File: src/sv/lock_contention_monitor_table_assert.svh
// Assertion macros for the lock contention monitor table.
// Used by the controller; clock and reset are the module's own ports.
`ifndef LOCK_CONTENTION_MONITOR_TABLE_ASSERT_SVH
`define LOCK_CONTENTION_MONITOR_TABLE_ASSERT_SVH
`ifndef SYNTHESIS
`define LCMT_ASSERT(name, prop) \
   name: assert property (@(posedge clock) disable iff (reset) prop) \
      else $error("assertion failed");
`define LCMT_NEVER(name, expr) \
   name: assert property (@(posedge clock) disable iff (reset) !(expr)) \
      else $error("forbidden condition");
`else
`define LCMT_ASSERT(name, prop)
`define LCMT_NEVER(name, expr)
`endif
`endif

File: src/sv/lcmt_pkg.sv
// Shared types and constants of the lock contention monitor table.
// No dependencies.
package lcmt_pkg;

   // BUCKETS and WAYS are powers of two: bucket and way concatenate to a slot
   localparam int BUCKETS    = 1024;
   localparam int WAYS       = 32;
   localparam int HASH_SHIFT = 5;
   localparam int SLOT_TOTAL = BUCKETS * WAYS;
   localparam int BUCKET_W   = (BUCKETS > 1) ? $clog2(BUCKETS) : 1;
   localparam int WAY_W      = (WAYS > 1) ? $clog2(WAYS) : 1;
   localparam int SLOT_W     = $clog2(SLOT_TOTAL) > 0 ? $clog2(SLOT_TOTAL) : 1;
   localparam int INDEX_W    = 15;

   typedef enum logic [1:0] {
      ACT_LOCK   = 2'd0,
      ACT_TRY    = 2'd1,
      ACT_UNLOCK = 2'd2,
      ACT_CLEAR  = 2'd3
   } action_type;

   typedef enum logic [2:0] {
      ST_CLEAR,
      ST_CLR_RSP,
      ST_IDLE,
      ST_SEARCH,
      ST_UPDATE
   } state_type;

   typedef struct packed {
      logic [31:0] owner;
      logic [31:0] caller;
      logic [31:0] success;
      logic [31:0] fail;
      logic [31:0] masked;
      logic [31:0] depth;
      logic [31:0] mark;
   } entry_type;

   typedef struct packed {
      logic capture;
      logic search;
      logic clear_start;
      logic clear_step;
      logic update;
      logic rsp_zero;
   } dp_cmd_type;

   typedef struct packed {
      logic req_clear;
      logic req_zero;
      logic found;
      logic full;
      logic clear_last;
      logic rsp_busy;
   } dp_status_type;

endpackage

File: src/sv/lcmt_ctrl.sv
// Controller state machine: clearing pass, bucket search, update, result hand-off.
// Depends on lcmt_pkg and lock_contention_monitor_table_assert.svh.
`include "lock_contention_monitor_table_assert.svh"
module lcmt_ctrl import lcmt_pkg::*; (
   input  logic          clock,
   input  logic          reset,
   input  logic          req_valid,
   output logic          req_ready,
   input  dp_status_type status,
   output dp_cmd_type    cmd
);

   state_type state_ff, state_in;
   logic      clr_item_ff, clr_item_in;
   logic      accept;

   assign accept = req_valid && req_ready;

   always_ff @(posedge clock) begin
      if (reset) begin
         state_ff    <= ST_CLEAR;
         clr_item_ff <= 1'b0;
      end else begin
         state_ff    <= state_in;
         clr_item_ff <= clr_item_in;
      end
   end

   always_comb begin
      state_in    = state_ff;
      clr_item_in = clr_item_ff;
      unique case (state_ff)
         ST_CLEAR: begin
            if (status.clear_last)
               state_in = clr_item_ff ? ST_CLR_RSP : ST_IDLE;
         end
         ST_CLR_RSP: begin
            if (!status.rsp_busy) begin
               state_in    = ST_IDLE;
               clr_item_in = 1'b0;
            end
         end
         ST_IDLE: begin
            if (req_valid) begin
               priority if (status.req_clear) begin
                  state_in    = ST_CLEAR;
                  clr_item_in = 1'b1;
               end else if (status.req_zero) begin
                  state_in = ST_UPDATE;
               end else begin
                  state_in = ST_SEARCH;
               end
            end
         end
         ST_SEARCH: begin
            if (status.found || status.full)
               state_in = ST_UPDATE;
         end
         ST_UPDATE: begin
            if (!status.rsp_busy)
               state_in = ST_IDLE;
         end
         default: state_in = ST_IDLE;
      endcase
   end

   always_comb begin
      req_ready       = (state_ff == ST_IDLE);
      cmd             = '0;
      cmd.capture     = accept;
      cmd.clear_start = accept && status.req_clear;
      cmd.clear_step  = (state_ff == ST_CLEAR);
      // hold the search until a slot matches or the bucket runs out
      cmd.search      = (state_ff == ST_SEARCH) && !status.found && !status.full ||
                        (state_ff == ST_SEARCH) && status.found;
      cmd.update      = (state_ff == ST_UPDATE) && !status.rsp_busy;
      cmd.rsp_zero    = (state_ff == ST_CLR_RSP) && !status.rsp_busy;
   end

   `LCMT_NEVER(a_no_overwrite, (cmd.update || cmd.rsp_zero) && status.rsp_busy)
   `LCMT_NEVER(a_clear_excl, cmd.clear_step && (cmd.search || cmd.update))
   `LCMT_ASSERT(a_found_update, (state_ff == ST_SEARCH && status.found) |=> state_ff == ST_UPDATE)

endmodule

File: config.mk
export PLATFORM = sky130hd
export DESIGN_NAME = lcmt_ctrl
export DESIGN_NICKNAME = d
export VERILOG_FILES = /design/src/sv/lcmt_pkg.sv /design/src/sv/lcmt_ctrl.sv
export VERILOG_INCLUDE_DIRS = /design/src /design/src/sv
export SDC_FILE = /design/constraint.sdc
export NUM_CORES = 1
export LEC_CHECK = 0
export ABC_AREA = 1
export BUFFER_PORTS_ARGS = -buffer_cell sky130_fd_sc_hd__buf_4
export CELL_PAD_IN_SITES_DETAIL_PLACEMENT = 0
export CELL_PAD_IN_SITES_GLOBAL_PLACEMENT = 1
export CORE_MARGIN = 2
export CORE_UTILIZATION = 26
export CTS_CLUSTER_DIAMETER = 150
export DETAILED_ROUTE_END_ITERATION = 8
export PLACE_DENSITY_LB_ADDON = 0.1
export SLEW_MARGIN = 20
export SYNTH_ARGS = -nofsm -noshare
export SYNTH_HDL_FRONTEND = slang
export SYNTH_SLANG_ARGS = --single-unit
File: constraint.sdc
create_clock -name clock -period 1.2 [get_ports clock]
set_clock_uncertainty 0.15 [all_clocks]
set_input_delay 0.24 -clock clock [delete_from_list [all_inputs] [get_ports clock]]
set_output_delay 0.24 -clock clock [all_outputs]
set_load 0.01 [all_outputs]
==> results of run 1 <==
[metal layers]
metal | global-route usage [%] | up-vias
li1 | - | 288
met1 | 18.9 | 224
met2 | 24.5 | 12
met3 | 5.00 | 0
met4 | 3.64 | 0
met5 | 0 | -
[flip-flops by register name, indices dropped and copies added (netlist names)]
name / count
state_ff: 3
clr_item_ff: 1
[critical path, stage by stage, from the launching register on]
cell and delay (ns):
dfxtp_4 0.38, inv_4 0.07, nand3_4 0.07, nor2_4 0.11, nand2_2 0.07, inv_2 0.05
buf_6 0.09
[final cells by class]
type	count	area, sq um	share of cell area, %
Sequential cell	4	91.3	10.3
Timing Repair Buffer	35	315	35.7
Inverter	12	52.6	5.95
Multi-Input combinational cell	52	378	42.8
Tap cell	16	20.0	2.27
Clock buffer	4	26.3	2.97
[per-stage QoR]
step / power, mW / setup slack, ns / cell area, sq um / utilization [%]
4_1_cts: 2.13 / -0.277 / 821 / 55.1
5_1_grt: 2.49 / -0.350 / 883 / 59.3
2_1_floorplan: 1.12 / -0.0314 / 452 / -
3_5_place_dp: 1.55 / -0.202 / 641 / 43.0
3_3_place_gp: 1.56 / -0.189 / 641 / 43.0
6_report: 2.28 / -0.268 / 883 / 59.3
[layout by cell type (no fill, tap or decap), drive strengths merged]
master / n
nand2: 17
o21ai: 2
nor3: 1
buf: 35
dfxtp: 4
nand3: 9
clkbuf: 4
inv: 12
a21oi: 2
nor2: 21
[logic make-up after synthesis]
group,Yosys count
AO/OA/AOI/OAI,4
buffers and inverters,14
flip-flops,4
AND/OR/NAND/NOR,48
[repair_timing]
| action | CTS | global route |
|---|---|---|
| pin swaps | 11 | 11 |
| buffers inserted | 10 | 3 |
| setup endpoints to repair | 11 | 11 |
| gates resized for setup | 24 | 14 |
[how the worst max path moves through the flow]
stage / endpoint / startpoint / slack (ns) / cells past startpoint
after floorplan: state_ff[0]$_SDFFE_PP0P_ / state_ff[0]$_SDFFE_PP0P_ / -0.03 / 9
after CTS: cmd[0] / state_ff[2]$_SDFFE_PP0P_ / -0.28 / 5
after global routing: cmd[3] / state_ff[0]$_SDFFE_PP0P_ / -0.35 / 6
final: cmd[3] / state_ff[0]$_SDFFE_PP0P_ / -0.27 / 6
after global placement: state_ff[1]$_SDFFE_PP0P_ / state_ff[0]$_SDFFE_PP0P_ / -0.19 / 8
after detailed placement: state_ff[0]$_SDFFE_PP0P_ / state_ff[0]$_SDFFE_PP0P_ / -0.20 / 8
[power by group through the flow]
stage	clock (mW)	sequential, mW	combinational (mW)
after floorplan	0	0.284	0.834
after global placement	0	0.304	1.25
after detailed placement	0	0.307	1.24
after CTS	0.194	0.343	1.60
after global routing	0.213	0.360	1.91
final	0.182	0.345	1.75
==> summary.txt, run 1 <==
Outcome -> complete, but fails checks
Failing checks -> negative setup slack
Num CTS Buffers -> 3
Setup TNS -> -2.28 ns
Grt total ovfl -> 0
Post-synthesis simple-gate area fraction -> 59.4%
Fmax achieved -> 681 MHz
First-pass GRT wire length -> 2080 um
Die area -> 1890 sq um
Post-synthesis sequential area ratio -> 19.8%
Synth Area in Compound Gates -> 4.95%
Detail Route met3 WL -> 38 um
Internal -> 1.28 mW
Worst-skew pair later-pin latency -> 0.24 ns
Top cells by count, synth -> 17 x nor2_1, 13 x nand2_1, 10 x inv_1
Most common cell in the synthesized netlist -> nor2_1
Logic pwr share -> 76.9%
Worst Setup Path Type -> flop to primary output
Ant diodes -> 0
Max Cap Viol -> 0
Slew Viols, Final -> 0
Fillers -> 136
PwrDens -> 2580 nW/um^2
Flop pwr share -> 15.1%
IO buf count -> 15
Worst rel slew slack -> 85.5%
Mapped Area -> 404 sq um
WL final -> 1120 um
Largest net degree at the start of global routing -> 8
Share of flip-flops with an asynchronous set or reset -> 0%
Vias in the first global route -> 487
Max Used Layer -> met3
Post-synthesis mux area share -> 0%
Die H -> 43.4 um
Largest family of logic cells by synthesized area -> simple AND/OR/NAND/NOR gates
WL/cell -> 9.11 um
FF-to-FF path depth -> 8
Worst slew pin tran -> 0.215 ns
Global Route Usage Sum -> 14.9%
DR pass1 iterations -> 4
Synth Warn # -> 0
Met2 WL -> 567 um
CTS tree -> done
Seq cells post-synth -> 4
Top_reg_cell synth -> dfxtp_1
RSZ-0062 raised after global routing -> true
# IOs -> 16
Reg2reg start -> state_ff[0]$_SDFFE_PP0P_
Post-synthesis xor/xnor area fraction -> 0%
Final Hold Vio Count -> 0
Placed Cells -> 109
Post-CTS Hold Buffers -> 0
DRT iter0 DRCs -> 12
# setup viols final -> 11
Synth unique cells -> 17
# DRC -> 0
Nets -> 117
Hold_sp -> reset
FP Rows -> 14
Leakage power total -> 0.443 nW
Gate Count Post-Synth -> 70
H-tree level count -> 1
Final worst slack -> -0.268 ns
DIE WIDTH -> 43.4 um
Tmin final -> 1.47 ns
Vias -> 524
Largest area contributor in the netlist -> dfxtp_1
Syn nets -> 79
CTS sink cnt -> 4
Critical Path Source Type -> flop
R2r setup slk -> -0.17 ns
Max Root-Sink Buffers -> 2
VDD IR max -> 0.00101 V
Root buf cell -> clkbuf_4
Ratio of cells with drive above 1 in the final layout -> 70.1%
Wl on met1 -> 516 um
Top cells by area, synth -> dfxtp_1 20%, nor2_1 16%, nand2_1 12%
Worst path required time -> 0.81 ns
Crit end category -> primary output
ANT nets after route -> 0
Initial Utilization -> 27.1%
Arr. time, crit path -> 1.08 ns
Switch share -> 43.8%
Hold slack -> 0.0201 ns
Final Cycle Share -> 122%
Core Region -> 1490 sq um
Worst R2R End -> clr_item_ff$_SDFFE_PP0P_
Vias per cell -> 4.26
Worst-path fanout max -> 7
Synth Area per Inst -> 5.77 sq um
Hold/Removal Path Class -> input pin to flop
Top-area cell type share of the netlist area -> 19.8%
Hold worst-path end -> clr_item_ff$_SDFFE_PP0P_
Hold depth -> 2
Layout Cells excl Fill -> 123
Gp weighted congestion -> 0.774
P&R area growth vs syn -> 119%
Post-detail-place hpwl -> 844 um
Clock-pin slew on the worst setup and hold paths -> 0.04 ns
Power share of the clock group -> 8.0%
EDFF count, synth -> 0
Switching Power -> 998 uW
Synthesized-area fraction occupied by adder cells -> 0%
Initial antenna violation count -> 0
(Power assumes the default switching activity.)
==> inputs of run 2 (changes only) <==
--- a/config.mk
+++ b/config.mk
@@ -7,15 +7,15 @@
 export NUM_CORES = 1
 export LEC_CHECK = 0
 export ABC_AREA = 1
-export BUFFER_PORTS_ARGS = -buffer_cell sky130_fd_sc_hd__buf_4
 export CELL_PAD_IN_SITES_DETAIL_PLACEMENT = 0
 export CELL_PAD_IN_SITES_GLOBAL_PLACEMENT = 1
 export CORE_MARGIN = 2
-export CORE_UTILIZATION = 26
-export CTS_CLUSTER_DIAMETER = 150
+export CORE_UTILIZATION = 30
 export DETAILED_ROUTE_END_ITERATION = 8
+export DONT_BUFFER_PORTS = 1
 export PLACE_DENSITY_LB_ADDON = 0.1
 export SLEW_MARGIN = 20
 export SYNTH_ARGS = -nofsm -noshare
 export SYNTH_HDL_FRONTEND = slang
 export SYNTH_SLANG_ARGS = --single-unit
+export TNS_END_PERCENT = 20
==> run 2 against run 1 <==
Compared with the run above: the flow still finishes with violations (negative setup slack); non-clock buffer count fell by 22; largest power group unchanged; setup slack improved by 0.029 ns; clock-buffer cell count did not move; clock power rose by 11%.
==> summary.txt, run 2 (same netlist as run 1, synthesis figures left out) <==
Outcome -> complete, but fails checks (unchanged)
Failing checks -> negative setup slack (unchanged)
First-pass GRT wire length -> 1500 um (was 2080 um)
Reg area -> 91.3 sq um (unchanged)
Nets -> 95 (was 117)
Grt total ovfl -> 0 (unchanged)
Arr. time, crit path -> 1.05 ns (was 1.08 ns)
Vias in the first global route -> 390 (was 487)
Power Total -> 1.81 mW (was 2.28 mW)
Initial Utilization -> 31.5% (was 27.1%)
Ant diodes -> 0 (unchanged)
Die area -> 1660 sq um (was 1890 sq um)
WL/cell -> 11.5 um (was 9.11 um)
Die H -> 40.7 um (was 43.4 um)
Clock-pin slew on the worst setup and hold paths -> 0.05 ns (was 0.04 ns)
Most flop-heavy register -> state_ff (unchanged)
Max Cap Viol -> 0 (unchanged)
Power share of the clock group -> 11.1% (was 8.0%)
Ratio of cells with drive above 1 in the final layout -> 57.6% (was 70.1%)
Worst path required time -> 0.81 ns (about the same)
Internal -> 930 uW (was 1.28 mW)
Placed Cells -> 91 (was 109)
PwrDens -> 2720 nW/um^2 (was 2580 nW/um^2)
IO buf count -> 0 (was 15)
Switch share -> 48.7% (was 43.8%)
Gp weighted congestion -> 0.735 (was 0.774)
Setup TNS -> -1.97 ns (was -2.28 ns)
Switching Power -> 883 uW (was 998 uW)
Root buf cell -> clkbuf_4 (unchanged)
Largest net degree at the start of global routing -> 9 (was 8)
Vias per cell -> 4.51 (was 4.26)
Logic pwr share -> 67.0% (was 76.9%)
Critical Path Source Type -> flop (unchanged)
Max Root-Sink Buffers -> 2 (unchanged)
Most common cell after layout, fill and taps aside -> nor2_1 (was buf_4)
Hold/Removal Path Class -> input pin to flop (unchanged)
CTS sink cnt -> 4 (unchanged)
Vias -> 451 (was 524)
P&R area growth vs syn -> 64.7% (was 119%)
Most frequent cells in the layout -> 11 x nor2_1, 8 x inv_1, 8 x buf_4, 7 x nand2_2, 7 x nor2_4 (was 21 x buf_4, 14 x buf_6, 10 x nor2_1, 8 x nand2_2, 8 x inv_1)
Core Region -> 1280 sq um (was 1490 sq um)
DIE WIDTH -> 40.7 um (was 43.4 um)
Worst rel slew slack -> 84.0% (was 85.5%)
DRT iter0 DRCs -> 2 (was 12)
WL final -> 1150 um (was 1120 um)
Flop pwr share -> 21.9% (was 15.1%)
ANT nets after route -> 0 (unchanged)
Slew Viols, Final -> 0 (unchanged)
Worst Setup Path Type -> flop to primary output (unchanged)
Num CTS Buffers -> 3 (unchanged)
Hold slack -> 0.0139 ns (was 0.0201 ns)
VDD IR max -> 0.00104 V (was 0.00101 V)
H-tree level count -> 1 (unchanged)
Global Route Usage Sum -> 14.7% (was 14.9%)
CTS tree -> done (unchanged)
Largest registers -> state_ff: 3 flops, clr_item_ff: 1 flops (unchanged)
DR pass1 iterations -> 3 (was 4)
Layout Cells excl Fill -> 100 (was 123)
Max reg flops -> 3 (unchanged)
# IOs -> 16 (unchanged)
Tmin final -> 1.44 ns (was 1.47 ns)
FP Rows -> 13 (was 14)
Final Cycle Share -> 120% (was 122%)
Worst slew pin tran -> 0.238 ns (was 0.215 ns)
Final Hold Vio Count -> 0 (unchanged)
Worst-path fanout max -> 8 (was 7)
RSZ-0062 raised after global routing -> true (unchanged)
Post-detail-place hpwl -> 814 um (was 844 um)
Fmax achieved -> 695 MHz (was 681 MHz)
Crit end category -> primary output (unchanged)
Leakage power total -> 0.335 nW (was 0.443 nW)
# DRC -> 0 (unchanged)
Multi-input gate area -> 364 sq um (was 378 sq um)
# setup viols final -> 11 (unchanged)
Initial antenna violation count -> 0 (unchanged)
Fillers -> 130 (was 136)
Final worst slack -> -0.239 ns (was -0.268 ns)
Worst-skew pair later-pin latency -> 0.25 ns (was 0.24 ns)
-- run 2: what timing repair did --
action	4_1_cts	5_1_grt
endpoints found under the hold margin	1	0
setup buffers	5	0
hold buffers	1	0
pin swaps	6	1
endpoints found under the setup margin	11	11
gates resized for setup	17	7
gates cloned	0	0
-- run 2: power by group through the flow --
| stage | sequential (mW) | combinational [mW] | clock [mW] |
|---|---|---|---|
| 2_1_floorplan | 0.284 | 0.834 | 0 |
| 4_1_cts | 0.373 | 1.16 | 0.202 |
| 3_3_place_gp | 0.304 | 1.14 | 0 |
| 5_1_grt | 0.402 | 1.33 | 0.223 |
| 6_report | 0.396 | 1.21 | 0.202 |
| 3_5_place_dp | 0.308 | 1.13 | 0 |
-- run 2: final cells by class --
cell class	count	area share, %
Tap cell	15	2.82
Sequential cell	4	13.7
Inverter	12	7.52
Multi-Input combinational cell	52	54.7
Clock buffer	4	3.95
Timing Repair Buffer	13	17.3
-- run 2: worst max-delay path, stage by stage (launching register included) --
cell     delay, ns
dfxtp_4       0.39
inv_2         0.09
nand3_4       0.09
nor2_4        0.11
nand2_2       0.06
inv_2         0.07
-- run 2: final timing paths --
check / cells past startpoint / from / endpoint / slack [ns]
max: 5 / state_ff[0]$_SDFFE_PP0P_ / cmd[3] / -0.24
min: 3 / reset / state_ff[1]$_SDFFE_PP0P_ / 0.01
max reg2reg: 8 / state_ff[0]$_SDFFE_PP0P_ / state_ff[0]$_SDFFE_PP0P_ / -0.16
min reg2reg: 2 / clr_item_ff$_SDFFE_PP0P_ / clr_item_ff$_SDFFE_PP0P_ / 0.39
-- run 2: through the flow --
stage                     setup slack, ns  instance area, sq um  util, %
after floorplan                   -0.0314                   452        -
after global placement             -0.110                   524     40.8
after detailed placement           -0.113                   524     40.8
after CTS                          -0.225                   634     49.4
after global routing               -0.305                   666     51.8
final                              -0.239                   666     51.8
-- run 2: metal layers --
metal	vias to the layer above	GRT usage (%)	wire [um]
met4	0	11.7	20
met5	-	0	0
met2	10	26.2	617
met1	196	13.5	467
li1	243	-	-
met3	2	4.89	40
==> inputs of run 3 (changes only) <==
--- a/config.mk
+++ b/config.mk
@@ -9,7 +9,7 @@
 export ABC_AREA = 1
 export CELL_PAD_IN_SITES_DETAIL_PLACEMENT = 0
 export CELL_PAD_IN_SITES_GLOBAL_PLACEMENT = 1
-export CORE_MARGIN = 2
+export CORE_MARGIN = 1
 export CORE_UTILIZATION = 30
 export DETAILED_ROUTE_END_ITERATION = 8
 export DONT_BUFFER_PORTS = 1
==> run 3 against run 2 <==
Compared with the run above: the run still ends with negative setup slack left; clock-buffer cell count stayed put; routed wire length shrank 13%; core utilization up 6.6 points; critical endpoint unchanged; highest routed layer unchanged.
==> summary.txt, run 3 (same netlist as run 1, synthesis figures left out) <==
Die area -> 1500 sq um (was 1660 sq um)
WL final -> 993 um (was 1150 um)
Vias -> 455 (was 451)
CP startpoint -> state_ff[0]$_SDFFE_PP0P_ (unchanged)
DR pass1 iterations -> 3 (unchanged)
DIE WIDTH -> 38.7 um (was 40.7 um)
Flop pwr share -> 16.8% (was 21.9%)
IO buf count -> 0 (unchanged)
Post-detail-place hpwl -> 772 um (was 814 um)
Placed cell areas -> 531 sq um (was 524 sq um)
Most frequent cells in the layout -> 10 x nor2_1, 10 x buf_4, 9 x nand2_2, 8 x nor2_4, 8 x inv_1 (was 11 x nor2_1, 8 x inv_1, 8 x buf_4, 7 x nand2_2, 7 x nor2_4)
FP Rows -> 12 (was 13)
Max Cap Viol -> 0 (unchanged)
Final Cycle Share -> 119% (was 120%)
Vias per cell -> 4.46 (was 4.51)
Largest registers -> state_ff: 3 flops, clr_item_ff: 1 flops (unchanged)
Reg2reg start -> state_ff[0]$_SDFFE_PP0P_ (unchanged)
Slew Viols, Final -> 0 (unchanged)
Layout Cells excl Fill -> 102 (was 100)
VDD IR max -> 0.00129 V (was 0.00104 V)
Switching Power -> 875 uW (was 883 uW)
Worst-skew pair later-pin latency -> 0.23 ns (was 0.25 ns)
Crit end category -> primary output (unchanged)
Die H -> 38.7 um (was 40.7 um)
CTS tree -> done (unchanged)
Failing checks -> negative setup slack (unchanged)
Clock-pin slew on the worst setup and hold paths -> 0.04 ns (was 0.05 ns)
WL/cell -> 9.74 um (was 11.5 um)
ANT nets after route -> 0 (unchanged)
Hold/Removal Path Class -> input pin to flop (unchanged)
Fmax achieved -> 702 MHz (was 695 MHz)
Initial Utilization -> 34.5% (was 31.5%)
First-pass GRT wire length -> 1580 um (was 1500 um)
Ant diodes -> 0 (unchanged)
Root buf cell -> clkbuf_4 (unchanged)
# IOs -> 16 (unchanged)
Worst path required time -> 0.81 ns (about the same)
Final instance area -> 684 sq um (was 666 sq um)
Leakage power total -> 0.331 nW (was 0.335 nW)
Worst R2R End -> state_ff[0]$_SDFFE_PP0P_ (unchanged)
Max Root-Sink Buffers -> 2 (unchanged)
CTS sink cnt -> 4 (unchanged)
Placed Cells -> 91 (unchanged)
Vias in the first global route -> 406 (was 390)
R2r setup slk -> -0.16 ns (about the same)
Largest net degree at the start of global routing -> 8 (was 9)
Power share of the clock group -> 9.6% (was 11.1%)
Ratio of cells with drive above 1 in the final layout -> 58.0% (was 57.6%)
Nets -> 98 (was 95)
Worst Setup Path Type -> flop to primary output (unchanged)
Max reg flops -> 3 (unchanged)
H-tree level count -> 1 (unchanged)
# setup viols final -> 10 (was 11)
Worst rel slew slack -> 86.2% (was 84.0%)
# DRC -> 0 (unchanged)
Tmin final -> 1.43 ns (was 1.44 ns)
Switch share -> 45.9% (was 48.7%)
P&R area growth vs syn -> 69.3% (was 64.7%)
Pre-CTS worst setup slack -> -0.121 ns (was -0.113 ns)
Initial antenna violation count -> 0 (unchanged)
Global Route Usage Sum -> 15.6% (was 14.7%)
Final core utilization -> 58.4% (was 51.8%)
Grt total ovfl -> 0 (unchanged)
Internal -> 1.03 mW (was 930 uW)
Gp weighted congestion -> 0.758 (was 0.735)
Final Hold Vio Count -> 0 (unchanged)
Most flop-heavy register -> state_ff (unchanged)
Worst-path fanout max -> 5 (was 8)
Worst slew pin tran -> 0.206 ns (was 0.238 ns)
DRT iter0 DRCs -> 4 (was 2)
Critical Path Source Type -> flop (unchanged)
RSZ-0062 raised after global routing -> true (unchanged)
PwrDens -> 2790 nW/um^2 (was 2720 nW/um^2)
Core Region -> 1170 sq um (was 1280 sq um)
Worst Setup EP -> cmd[3] (unchanged)
Logic pwr share -> 73.5% (was 67.0%)
Arr. time, crit path -> 1.04 ns (was 1.05 ns)
Outcome -> complete, but fails checks (unchanged)
Final worst slack -> -0.225 ns (was -0.239 ns)
Num CTS Buffers -> 3 (unchanged)
FF-to-FF path depth -> 10 (was 8)
## run 3: critical path, stage by stage (launching register included)
cell and delay (ns):
dfxtp_2 0.31, buf_6 0.13, inv_4 0.06, nand3_4 0.07
nor2_4 0.10, nand2_2 0.06, inv_2 0.07
## run 3: repair_timing
item / CTS / global route
endpoints found under the hold margin: 1 / 0
hold buffers: 1 / 0
pin swaps: 5 / 1
setup buffers: 6 / 0
gates resized for setup: 12 / 9
endpoints found under the setup margin: 11 / 11
## run 3: layout make-up
type	count	area, sq um
Multi-Input combinational cell	52	349
Clock buffer	4	26.3
Inverter	12	52.6
Tap cell	14	17.5
Timing Repair Buffer	16	150
Sequential cell	4	88.8
Fill cell	123	487
## run 3: worst min path at each step
stage / startpoint / endpoint / slack, ns / cells past startpoint
2_1_floorplan: reset / clr_item_ff$_SDFFE_PP0P_ / 0.16 / 1
3_3_place_gp: reset / clr_item_ff$_SDFFE_PP0P_ / 0.18 / 1
3_5_place_dp: reset / clr_item_ff$_SDFFE_PP0P_ / 0.17 / 1
4_1_cts: reset / state_ff[1]$_SDFFE_PP0P_ / 0.02 / 3
5_1_grt: reset / state_ff[1]$_SDFFE_PP0P_ / 0.05 / 3
6_report: reset / state_ff[1]$_SDFFE_PP0P_ / 0.02 / 3
## run 3: layer usage
layer  up-vias  global-route usage (%)  share of wire [%]
met4         0                    9.48               0.81
li1        248                       -                  -
met1       190                    20.4                 46
met5         -                       0                  0
met3         2                    3.47                5.4
met2        15                    22.9                 48
## run 3: stage by stage
step	TNS [ns]	power (mW)	hold WS [ns]
floorplan	-0.121	1.12	0.159
global placement	-0.572	1.47	0.180
detailed placement	-0.632	1.46	0.170
CTS	-1.98	1.83	0.0181
global route	-2.35	2.07	0.0488
finish	-1.80	1.91	0.0191
## run 3: power by group through the flow
| stage | registers [mW] | logic (mW) | clock network [mW] |
|---|---|---|---|
| after CTS | 0.298 | 1.34 | 0.192 |
| after global routing | 0.330 | 1.54 | 0.196 |
| after global placement | 0.296 | 1.17 | 0 |
| after floorplan | 0.284 | 0.834 | 0 |
| final | 0.321 | 1.40 | 0.184 |
| after detailed placement | 0.294 | 1.17 | 0 |
